[src/hdl/nrf_pkg.sv]
`timescale 1ns / 1ps
// ----------------------------------------------------------------------------
// nrf_pkg
// Types and constants shared by the nearest-return follow controller.
// ----------------------------------------------------------------------------
package nrf_pkg;

    // one lidar sample
    typedef struct packed {
        logic [15:0] range_mm;
        logic        last_sample;
    } t_in;

    // one follow command
    typedef struct packed {
        logic signed [15:0] angular_cmd;
        logic signed [15:0] linear_cmd;
        logic               in_range;
    } t_out;

    // configuration registers as seen by the command engine
    typedef struct packed {
        logic        [15:0] target_distance;
        logic signed [15:0] target_angle;
        logic signed [15:0] angle_gain;
        logic signed [15:0] distance_gain;
        logic signed [15:0] scan_start_angle;
        logic        [15:0] scan_step_angle;
    } t_cfg;

    localparam int CFG_IDX_W = 3;

    localparam logic [CFG_IDX_W-1:0] CFG_TARGET_DISTANCE  = 3'd0;
    localparam logic [CFG_IDX_W-1:0] CFG_TARGET_ANGLE     = 3'd1;
    localparam logic [CFG_IDX_W-1:0] CFG_ANGLE_GAIN       = 3'd2;
    localparam logic [CFG_IDX_W-1:0] CFG_DISTANCE_GAIN    = 3'd3;
    localparam logic [CFG_IDX_W-1:0] CFG_SCAN_START_ANGLE = 3'd4;
    localparam logic [CFG_IDX_W-1:0] CFG_SCAN_STEP_ANGLE  = 3'd5;

    localparam logic [15:0] RST_TARGET_DISTANCE  = 16'd200;
    localparam logic [15:0] RST_TARGET_ANGLE     = 16'd0;
    localparam logic [15:0] RST_ANGLE_GAIN       = 16'd4096;
    localparam logic [15:0] RST_DISTANCE_GAIN    = 16'd2048;
    localparam logic [15:0] RST_SCAN_START_ANGLE = 16'h9B78;  // -25736
    localparam logic [15:0] RST_SCAN_STEP_ANGLE  = 16'd18301;

    localparam logic [15:0] MIN_VALID_MM = 16'd200;
    localparam logic [15:0] NO_RETURN_MM = 16'hFFFF;
    localparam logic [15:0] FAR_LIMIT_MM = 16'd12000;

    localparam int HALF_PI_Q20 = 1647099;
    localparam int ROUND_Q7    = 64;
    localparam int ROUND_Q12   = 2048;
    localparam int SAT_MAX     = 32767;
    localparam int SAT_MIN     = -32768;

endpackage

[src/hdl/nrf_front.sv]
`timescale 1ns / 1ps
// ----------------------------------------------------------------------------
// nrf_front
// Per-sample nearest-return tracker; queues one job per scan with a hit.
// ----------------------------------------------------------------------------
module nrf_front #(
    parameter int MAX_SAMPLES = 1024,
    parameter int POS_W       = 10
) (
    input  logic              i_clk,
    input  logic              i_rst_n,
    input  logic              i_in_valid,
    output logic              o_in_stall,
    input  nrf_pkg::t_in      i_in_data,
    input  logic              i_q_full,
    output logic              o_q_push,
    output logic [16+POS_W-1:0] o_q_data
);

    localparam logic [POS_W-1:0] POS_LAST = POS_W'(MAX_SAMPLES - 1);

    logic [15:0]      r_best_range, n_best_range;
    logic [POS_W-1:0] r_best_pos, n_best_pos;
    logic [POS_W-1:0] r_pos, n_pos;
    logic             r_found, n_found;

    logic             w_accept;
    logic             w_valid_rng;
    logic             w_take;
    logic [15:0]      w_range;
    logic [POS_W-1:0] w_sel_pos;

    assign o_in_stall = i_q_full;
    assign w_accept   = i_in_valid && !i_q_full;
    assign w_range    = i_in_data.range_mm;

    assign w_valid_rng = (w_range >= nrf_pkg::MIN_VALID_MM) &&
                         (w_range != nrf_pkg::NO_RETURN_MM);
    assign w_take      = w_valid_rng && (!r_found || (w_range < r_best_range));

    always_comb begin
        n_best_range = r_best_range;
        n_best_pos   = r_best_pos;
        n_pos        = r_pos;
        n_found      = r_found;
        o_q_push     = 1'b0;
        w_sel_pos    = r_best_pos;
        if (w_accept) begin
            if (w_take) begin
                n_best_range = w_range;
                w_sel_pos    = r_pos;
                n_found      = 1'b1;
            end
            n_best_pos = w_sel_pos;
            if (r_pos != POS_LAST) begin
                n_pos = r_pos + POS_W'(1);
            end
            if (i_in_data.last_sample) begin
                // end of scan: emit a job only when something was seen
                o_q_push     = n_found;
                n_best_range = '0;
                n_best_pos   = '0;
                n_pos        = '0;
                n_found      = 1'b0;
            end
        end
    end

    assign o_q_data = {(w_take ? w_range : r_best_range), w_sel_pos};

    always_ff @(posedge i_clk) begin
        if (!i_rst_n) begin
            r_best_range <= '0;
            r_best_pos   <= '0;
            r_pos        <= '0;
            r_found      <= 1'b0;
        end else begin
            r_best_range <= n_best_range;
            r_best_pos   <= n_best_pos;
            r_pos        <= n_pos;
            r_found      <= n_found;
        end
    end

endmodule

[src/hdl/nrf_fifo.sv]
`timescale 1ns / 1ps
// ----------------------------------------------------------------------------
// nrf_fifo
// Small register queue between the sample tracker and the command engine.
// ----------------------------------------------------------------------------
module nrf_fifo #(
    parameter int WIDTH = 26,
    parameter int DEPTH = 2
) (
    input  logic             i_clk,
    input  logic             i_rst_n,
    input  logic             i_push,
    input  logic [WIDTH-1:0] i_data,
    output logic             o_full,
    input  logic             i_pop,
    output logic             o_valid,
    output logic [WIDTH-1:0] o_data
);

    localparam int PTR_W = (DEPTH > 1) ? $clog2(DEPTH) : 1;
    localparam int CNT_W = $clog2(DEPTH + 1);

    logic [WIDTH-1:0] r_mem [DEPTH];
    logic [PTR_W-1:0] r_wp, n_wp;
    logic [PTR_W-1:0] r_rp, n_rp;
    logic [CNT_W-1:0] r_cnt, n_cnt;
    logic             w_push;
    logic             w_pop;

    assign o_full  = (r_cnt == CNT_W'(DEPTH));
    assign o_valid = (r_cnt != '0);
    assign o_data  = r_mem[r_rp];
    assign w_push  = i_push && !o_full;
    assign w_pop   = i_pop && o_valid;

    always_comb begin
        n_wp  = r_wp;
        n_rp  = r_rp;
        n_cnt = r_cnt;
        if (w_push) begin
            n_wp = (r_wp == PTR_W'(DEPTH - 1)) ? '0 : r_wp + PTR_W'(1);
        end
        if (w_pop) begin
            n_rp = (r_rp == PTR_W'(DEPTH - 1)) ? '0 : r_rp + PTR_W'(1);
        end
        if (w_push && !w_pop) begin
            n_cnt = r_cnt + CNT_W'(1);
        end else if (w_pop && !w_push) begin
            n_cnt = r_cnt - CNT_W'(1);
        end
    end

    always_ff @(posedge i_clk) begin
        if (w_push) begin
            r_mem[r_wp] <= i_data;
        end
    end

    always_ff @(posedge i_clk) begin
        if (!i_rst_n) begin
            r_wp  <= '0;
            r_rp  <= '0;
            r_cnt <= '0;
        end else begin
            r_wp  <= n_wp;
            r_rp  <= n_rp;
            r_cnt <= n_cnt;
        end
    end

endmodule

[src/hdl/nrf_back.sv]
`timescale 1ns / 1ps
// ----------------------------------------------------------------------------
// nrf_back
// Command engine: bearing, error products, rounding and saturation.
// ----------------------------------------------------------------------------
module nrf_back #(
    parameter int POS_W = 10
) (
    input  logic                i_clk,
    input  logic                i_rst_n,
    input  nrf_pkg::t_cfg       i_cfg,
    input  logic                i_q_valid,
    input  logic [16+POS_W-1:0] i_q_data,
    output logic                o_q_pop,
    output logic                o_out_valid,
    input  logic                i_out_stall,
    output nrf_pkg::t_out       o_out_data
);

    localparam int PROD_W = 16 + POS_W;
    localparam int B_W    = ((PROD_W > 24) ? PROD_W : 24) + 2;
    localparam int BR_W   = B_W - 7;
    localparam int DF_W   = BR_W + 1;
    localparam int AW     = DF_W + 16;
    localparam int LW     = 33;

    typedef enum logic [4:0] {
        ST_IDLE = 5'b00001,
        ST_POS  = 5'b00010,
        ST_BEAR = 5'b00100,
        ST_MUL  = 5'b01000,
        ST_DONE = 5'b10000
    } t_state;

    t_state r_state, n_state;

    logic        [15:0]       r_range;
    logic        [POS_W-1:0]  r_pos;
    logic        [PROD_W-1:0] r_prod;
    logic signed [DF_W-1:0]   r_diff;
    logic signed [16:0]       r_dist;
    logic signed [AW-1:0]     r_ang;
    logic signed [LW-1:0]     r_lin;
    logic                     r_out_valid;
    nrf_pkg::t_out            r_out;

    logic signed [B_W-1:0]  w_start_ext;
    logic signed [B_W-1:0]  w_prod_ext;
    logic signed [B_W-1:0]  w_b20;
    logic signed [B_W-1:0]  w_bear_sh;
    logic signed [DF_W-1:0] w_bear;
    logic signed [DF_W-1:0] w_tgt_ang;
    logic signed [AW-1:0]   w_ang_sh;
    logic signed [LW-1:0]   w_lin_sh;
    logic signed [15:0]     w_ang_sat;
    logic signed [15:0]     w_lin_sat;
    logic                   w_out_free;

    assign w_out_free = !r_out_valid || !i_out_stall;
    assign o_q_pop    = (r_state == ST_IDLE) && i_q_valid;

    // bearing in Q20, rounded to the nearest Q13
    assign w_start_ext = {{(B_W-16){i_cfg.scan_start_angle[15]}}, i_cfg.scan_start_angle};
    assign w_prod_ext  = {{(B_W-PROD_W){1'b0}}, r_prod};
    assign w_b20       = (w_start_ext <<< 7) + w_prod_ext - B_W'(nrf_pkg::HALF_PI_Q20)
                         + B_W'(nrf_pkg::ROUND_Q7);
    assign w_bear_sh   = w_b20 >>> 7;
    assign w_bear      = {w_bear_sh[BR_W-1], w_bear_sh[BR_W-1:0]};
    assign w_tgt_ang   = {{(DF_W-16){i_cfg.target_angle[15]}}, i_cfg.target_angle};

    assign w_ang_sh = (r_ang + AW'(nrf_pkg::ROUND_Q12)) >>> 12;
    assign w_lin_sh = (r_lin + LW'(nrf_pkg::ROUND_Q12)) >>> 12;

    always_comb begin
        if (w_ang_sh > AW'(nrf_pkg::SAT_MAX)) begin
            w_ang_sat = 16'sh7FFF;
        end else if (w_ang_sh < AW'(nrf_pkg::SAT_MIN)) begin
            w_ang_sat = 16'sh8000;
        end else begin
            w_ang_sat = w_ang_sh[15:0];
        end
        if (w_lin_sh > LW'(nrf_pkg::SAT_MAX)) begin
            w_lin_sat = 16'sh7FFF;
        end else if (w_lin_sh < LW'(nrf_pkg::SAT_MIN)) begin
            w_lin_sat = 16'sh8000;
        end else begin
            w_lin_sat = w_lin_sh[15:0];
        end
    end

    always_comb begin
        n_state = r_state;
        unique case (r_state)
            ST_IDLE: begin
                if (i_q_valid) begin
                    n_state = ST_POS;
                end
            end
            ST_POS:  n_state = ST_BEAR;
            ST_BEAR: n_state = ST_MUL;
            ST_MUL:  n_state = ST_DONE;
            ST_DONE: begin
                if (w_out_free) begin
                    n_state = ST_IDLE;
                end
            end
            default: n_state = ST_IDLE;
        endcase
    end

    always_ff @(posedge i_clk) begin
        if (o_q_pop) begin
            r_range <= i_q_data[PROD_W-1:POS_W];
            r_pos   <= i_q_data[POS_W-1:0];
        end
        if (r_state == ST_POS) begin
            r_prod <= PROD_W'(i_cfg.scan_step_angle) * PROD_W'(r_pos);
        end
        if (r_state == ST_BEAR) begin
            r_diff <= w_bear - w_tgt_ang;
            r_dist <= $signed({1'b0, r_range}) - $signed({1'b0, i_cfg.target_distance});
        end
        if (r_state == ST_MUL) begin
            r_ang <= AW'(i_cfg.angle_gain) * AW'(r_diff);
            r_lin <= LW'(i_cfg.distance_gain) * LW'(r_dist);
        end
        if ((r_state == ST_DONE) && w_out_free) begin
            if (r_range < nrf_pkg::FAR_LIMIT_MM) begin
                r_out.angular_cmd <= w_ang_sat;
                r_out.linear_cmd  <= w_lin_sat;
                r_out.in_range    <= 1'b1;
            end else begin
                // far return: hold still
                r_out.angular_cmd <= '0;
                r_out.linear_cmd  <= '0;
                r_out.in_range    <= 1'b0;
            end
        end
    end

    always_ff @(posedge i_clk) begin
        if (!i_rst_n) begin
            r_state     <= ST_IDLE;
            r_out_valid <= 1'b0;
        end else begin
            r_state <= n_state;
            if ((r_state == ST_DONE) && w_out_free) begin
                r_out_valid <= 1'b1;
            end else if (!i_out_stall) begin
                r_out_valid <= 1'b0;
            end
        end
    end

    assign o_out_valid = r_out_valid;
    assign o_out_data  = r_out;

endmodule

[src/hdl/nearest_return_follow_controller_top.sv]
`timescale 1ns / 1ps
// ----------------------------------------------------------------------------
// nearest_return_follow_controller_top
// Lidar nearest-return follower producing turn and speed commands per scan.
// ----------------------------------------------------------------------------
// Samples are taken at one word per clock unless the input stalls: the
// tracker does a single range compare per sample. At the sample marked last,
// a scan that held a valid return queues a job in a two-entry queue; the
// command engine turns it in registered steps (step multiply, bearing add, two
// gain multiplies, round and saturate) into a command in an output register.
// The input stalls only while that queue is full, which happens only for scans
// of a few samples each outpacing the engine or while the output side stalls.
module nearest_return_follow_controller_top #(
    parameter int MAX_SAMPLES = 1024
) (
    input  logic                               i_clk,
    input  logic                               i_rst_n,
    input  logic                               i_in_valid,
    output logic                               o_in_stall,
    input  nrf_pkg::t_in                       i_in_data,
    output logic                               o_out_valid,
    input  logic                               i_out_stall,
    output nrf_pkg::t_out                      o_out_data,
    input  logic                               i_cfg_we,
    input  logic [nrf_pkg::CFG_IDX_W-1:0]      i_cfg_idx,
    input  logic [15:0]                        i_cfg_data
);

    localparam int POS_W = $clog2(MAX_SAMPLES);
    localparam int JOB_W = 16 + POS_W;

    nrf_pkg::t_cfg    r_cfg;
    logic             w_push;
    logic             w_full;
    logic             w_pop;
    logic             w_q_valid;
    logic [JOB_W-1:0] w_push_data;
    logic [JOB_W-1:0] w_pop_data;

    always_ff @(posedge i_clk) begin
        if (!i_rst_n) begin
            r_cfg.target_distance  <= nrf_pkg::RST_TARGET_DISTANCE;
            r_cfg.target_angle     <= nrf_pkg::RST_TARGET_ANGLE;
            r_cfg.angle_gain       <= nrf_pkg::RST_ANGLE_GAIN;
            r_cfg.distance_gain    <= nrf_pkg::RST_DISTANCE_GAIN;
            r_cfg.scan_start_angle <= nrf_pkg::RST_SCAN_START_ANGLE;
            r_cfg.scan_step_angle  <= nrf_pkg::RST_SCAN_STEP_ANGLE;
        end else if (i_cfg_we) begin
            unique case (i_cfg_idx)
                nrf_pkg::CFG_TARGET_DISTANCE:  r_cfg.target_distance  <= i_cfg_data;
                nrf_pkg::CFG_TARGET_ANGLE:     r_cfg.target_angle     <= i_cfg_data;
                nrf_pkg::CFG_ANGLE_GAIN:       r_cfg.angle_gain       <= i_cfg_data;
                nrf_pkg::CFG_DISTANCE_GAIN:    r_cfg.distance_gain    <= i_cfg_data;
                nrf_pkg::CFG_SCAN_START_ANGLE: r_cfg.scan_start_angle <= i_cfg_data;
                nrf_pkg::CFG_SCAN_STEP_ANGLE:  r_cfg.scan_step_angle  <= i_cfg_data;
                default: begin
                end
            endcase
        end
    end

    nrf_front #(
        .MAX_SAMPLES (MAX_SAMPLES),
        .POS_W       (POS_W)
    ) u_front (
        .i_clk      (i_clk),
        .i_rst_n    (i_rst_n),
        .i_in_valid (i_in_valid),
        .o_in_stall (o_in_stall),
        .i_in_data  (i_in_data),
        .i_q_full   (w_full),
        .o_q_push   (w_push),
        .o_q_data   (w_push_data)
    );

    nrf_fifo #(
        .WIDTH (JOB_W),
        .DEPTH (2)
    ) u_fifo (
        .i_clk   (i_clk),
        .i_rst_n (i_rst_n),
        .i_push  (w_push),
        .i_data  (w_push_data),
        .o_full  (w_full),
        .i_pop   (w_pop),
        .o_valid (w_q_valid),
        .o_data  (w_pop_data)
    );

    nrf_back #(
        .POS_W (POS_W)
    ) u_back (
        .i_clk       (i_clk),
        .i_rst_n     (i_rst_n),
        .i_cfg       (r_cfg),
        .i_q_valid   (w_q_valid),
        .i_q_data    (w_pop_data),
        .o_q_pop     (w_pop),
        .o_out_valid (o_out_valid),
        .i_out_stall (i_out_stall),
        .o_out_data  (o_out_data)
    );

    // a scan job is never dropped at the queue
    a_no_push_when_full: assert property (@(posedge i_clk) disable iff (!i_rst_n)
        !(w_push && w_full))
        else $error("scan job pushed into full queue");

    // far returns give zero commands
    a_far_zero: assert property (@(posedge i_clk) disable iff (!i_rst_n)
        (o_out_valid && !o_out_data.in_range) |->
        (o_out_data.angular_cmd == 16'sd0 && o_out_data.linear_cmd == 16'sd0))
        else $error("nonzero command with in_range low");

    // nothing comes out right after reset
    a_reset_quiet: assert property (@(posedge i_clk)
        !i_rst_n |=> !o_out_valid)
        else $error("output valid right after reset");

    // a stalled word holds
    a_out_hold: assert property (@(posedge i_clk) disable iff (!i_rst_n)
        (o_out_valid && i_out_stall) |=> (o_out_valid && $stable(o_out_data)))
        else $error("stalled command changed");

endmodule

[config.mk]
export PLATFORM = sky130hd
export DESIGN_NAME = nearest_return_follow_controller_top
export DESIGN_NICKNAME = d
export VERILOG_FILES = /design/src/hdl/nrf_pkg.sv /design/src/hdl/nrf_front.sv /design/src/hdl/nrf_fifo.sv /design/src/hdl/nrf_back.sv /design/src/hdl/nearest_return_follow_controller_top.sv
export SDC_FILE = /design/constraint.sdc
export NUM_CORES = 2
export LEC_CHECK = 0
export ABC_AREA = 1
export BUFFER_PORTS_ARGS = -buffer_cell sky130_fd_sc_hd__buf_2
export CAP_MARGIN = 20
export CORE_AREA = 2 2 348 350
export CTS_BUF_LIST = sky130_fd_sc_hd__clkbuf_8
export DETAILED_ROUTE_END_ITERATION = 16
export DIE_AREA = 0 0 350 352
export PLACE_DENSITY = 0.68
export REMOVE_ABC_BUFFERS = 1
export SYNTH_ARGS = -nofsm -noshare
export SYNTH_HDL_FRONTEND = slang
export SYNTH_SLANG_ARGS = --single-unit
[constraint.sdc]
create_clock -name i_clk -period 5.88 [get_ports i_clk]
set_input_delay 1.47 -clock i_clk [delete_from_list [all_inputs] [get_ports i_clk]]
set_output_delay 1.47 -clock i_clk [all_outputs]
set_load 0.05 [all_outputs]
==> results.tsv <==
metric	value	unit
status	complete, no violations	
Port Buf Inserts	75	
post-route setup slack	0.120	ns
area leader, netlist	fa_1	
Final Skew	0.0560	ns
HP Class	flip-flop to flip-flop	
Via Count	37198	
Post-Syn Instances	5853	
Vias/cell	4.80	
Post-Place Setup Slack	-0.125	ns
Fin. Hold Viols	0	
Async SR Flop Fraction	0	%
register area	9650	µm²
final wirelength	118000	µm
Multi-input gate area	32200	µm²
Detail Route Antenna Nets	0	
Primary FF master, synth	edfxtp_1	
worst vdd ir	2.29	mV
CTS Sinks	368	
Ys Warns	0	
sequential area share after synthesis	20.3	%
largest net degree at the start of global routing	57	
Max-Cap Viols	0	
area of the core	119000	µm²
Final setup viols	0	
GRT Util Overall	19.1	%
Syn Area/Cell	8.10	µm²
Final Max Slew Viols	0	
CTS Buf Count	69	
Crit Path Class	flip-flop to flip-flop	
chip width	350	µm
htree depth	3	
CP Max Fanout	4	
initial core utilization	39.7	%
iteration count of the initial detailed-routing pass	5	
Routed wire per std cell	15.2	µm
number of synthesized flops with an enable pin	225	
global-route wire length before repair	193000	µm
minimum clock period after layout	5.76	ns
row count	127	
CTS tree	yes	
post-synthesis register bit count	368	
clock buffer depth	3	
cell area after synthesis	47400	µm²
RSZ-0062 raised after global routing	true	
initial antenna violation count	3	
Design Power	32.4	mW
Synth area leaders	fa_1 31%, edfxtp_1 14%, inv_1 12%	
final period utilization	98.0	%
clk_lat worst skew	0.72	ns
Worst EP required	6.29	ns
CP startpoint kind	flip-flop	
total congestion overflow	0	
hold buffers post-CTS	0	
leakage power	28.2	nW
synth-to-layout area growth	14.1	%
die height	352	µm
DRC	0	
FILL cells	11553	
number of global-route vias before repair	38565	
1st-iter DRT viols	2417	
Yosys cell types	53	
clk root buf	clkbuf_8	
gpl congestion	0.907	
Critical Path Sink Type	flip-flop	
actual slew at the worst max-slew pin	1.05	ns
die footprint	123000	µm²
Final nets	7187	
Power Dens Cells	599	nW/µm²
post-DP HPWL	96100	µm
f_max	0.174	GHz
share of post-route cells with drive strength above 1	11.4	%
IO Count	76	
post-synth top area share	31.0	%
slew margin rel.	30.0	%
Worst-path clk slew	0.06	ns
Final Util	45.3	%
WP data arrival	6.16	ns
state kept, by name, indices dropped and copies added (netlist names), 17 cells and up:
name               count
r_cfg                 96
u_back.o_out_data     33
u_back.r_ang          27
u_back.r_diff         22
u_back.r_dist         17
u_back.r_lin          22
u_back.r_prod         26
u_fifo.r_mem          52
worst max-delay path: stages, from the launching register on:
cell      delay, ns
edfxtp_1       0.46
buf_4          0.17
nand2_1        0.05
inv_1          0.05
fa_1           0.52
inv_1          0.05
fa_1           0.55
fa_1           0.43
fa_1           0.49
inv_1          0.05
fa_1           0.52
inv_1          0.05
fa_1           0.54
inv_1          0.05
ha_1           0.31
buf_4          0.16
nand2_2        0.08
inv_1          0.05
a21oi_2        0.16
nand2_1        0.07
nand2_1        0.08
nand2_2        0.08
a21oi_4        0.16
o21bai_1       0.11
xor2_1         0.19
layout by cell type (no fill, tap or decap), types with 10 or more instances in the layout:
cell      count
inv_1      1489
nand2_1    1359
fa_1        720
ha_1        306
nor2_1      303
buf_4       238
edfxtp_1    225
a21oi_1     196
o21ai_0     185
nand3_1     147
dfxtp_1     129
xor2_1      117
buf_2        76
clkbuf_8     71
xnor2_1      49
nand4_1      35
nand2_2      34
a21oi_2      33
buf_12       33
nor3_1       32
nor2_2       32
ha_4         22
a21o_1       18
o211ai_1     17
and2_1       17
clkinv_2     15
buf_6        15
a31oi_1      14
o21ai_1      13
fa_2         13
nor4_1       11
or2_2        11
o21bai_1     11
inv_2        10
clkinv_1     10
synthesized netlist by cell type (3+ instances only):
master,count
buf_2,5
a211oi_1,4
nand2_1,1391
o21bai_1,11
a21oi_1,225
a21boi_0,5
and2_1,17
nand3b_1,9
nand3_1,149
ha_1,330
a21oi_2,6
and3_1,4
o211ai_1,17
nor2_4,3
nand4_1,35
a31oi_1,20
xnor2_1,49
nand2_2,6
fa_1,733
o31ai_1,4
clkbuf_1,198
xor2_1,117
buf_6,4
edfxtp_1,225
nor2_2,6
o21a_1,6
nor4_1,17
or2_2,11
nor2_1,335
o21ai_0,201
clkinv_1,4
a21o_1,18
inv_1,1481
dfxtp_1,143
nor3_1,40
area by class of cell:
class                   count  share of cell area (%)
multi-input cells        3789                    59.6
inverters                1487                    10.3
clock buffers              71                    1.81
clock inverters            56                   0.914
well taps                1612                    3.73
diodes                      2                 0.00925
flip-flops and latches    368                    17.8
repair buffers            368                    5.82
worst paths after layout:
check	startpoint	endpoint	depth (start not counted)	slack (ns)
max	u_back.r_diff[5]	u_back.r_ang[28]	24	0.12
min	r_cfg[77]	r_cfg[77]	2	0.46
max reg2reg	u_back.r_diff[5]	u_back.r_ang[28]	24	0.12
min reg2reg	r_cfg[77]	r_cfg[77]	2	0.46
per-stage QoR:
step	area, µm²	hold WS [ns]	setup TNS [ns]	instances
2_1_floorplan	46600	0.435	-0.150	5644
3_3_place_gp	51100	0.446	-0.0468	7569
3_5_place_dp	51100	0.451	-0.532	7570
4_1_cts	52700	0.460	0	7701
5_1_grt	54100	0.476	-0.341	7753
6_report	54100	0.459	0	7753
report_power, final:
part / total [mW] / internal (mW) / leakage [nW] / switching [mW]
registers: 4.81 / 4.51 / 3.24 / 0.304
logic: 24.9 / 9.97 / 24.1 / 14.9
clock network: 2.69 / 1.46 / 0.813 / 1.23
layer usage:
layer | track usage [%] | up-vias | wire length [µm]
met5 | 0 | - | 0
met4 | 4.80 | 0 | 3100
met1 | 25.9 | 18068 | 52300
met2 | 32.2 | 1011 | 55500
li1 | - | 17934 | -
met3 | 2.61 | 185 | 6780
kinds of logic (layout without fill, tap and decap cells):
logic type,count (synthesis),in the layout,share of synthesized area [%]
fa+ha+maj,1063,1063,39.7
flops,368,368,20.3
compound gates,531,531,6.18
simple gates,2028,2028,17.2
other cells,0,2,0
xor+xnor,167,167,3.10
buf+inv,1696,1982,13.5
what timing repair did:
item	CTS	global route
setup endpoints to repair	13	38
pin swaps	0	97
resized for setup	12	222
hold endpoints to repair	0	0
setup buffers	4	44
gates cloned	0	6
No activity file was read; power rests on OpenSTA's default activity.
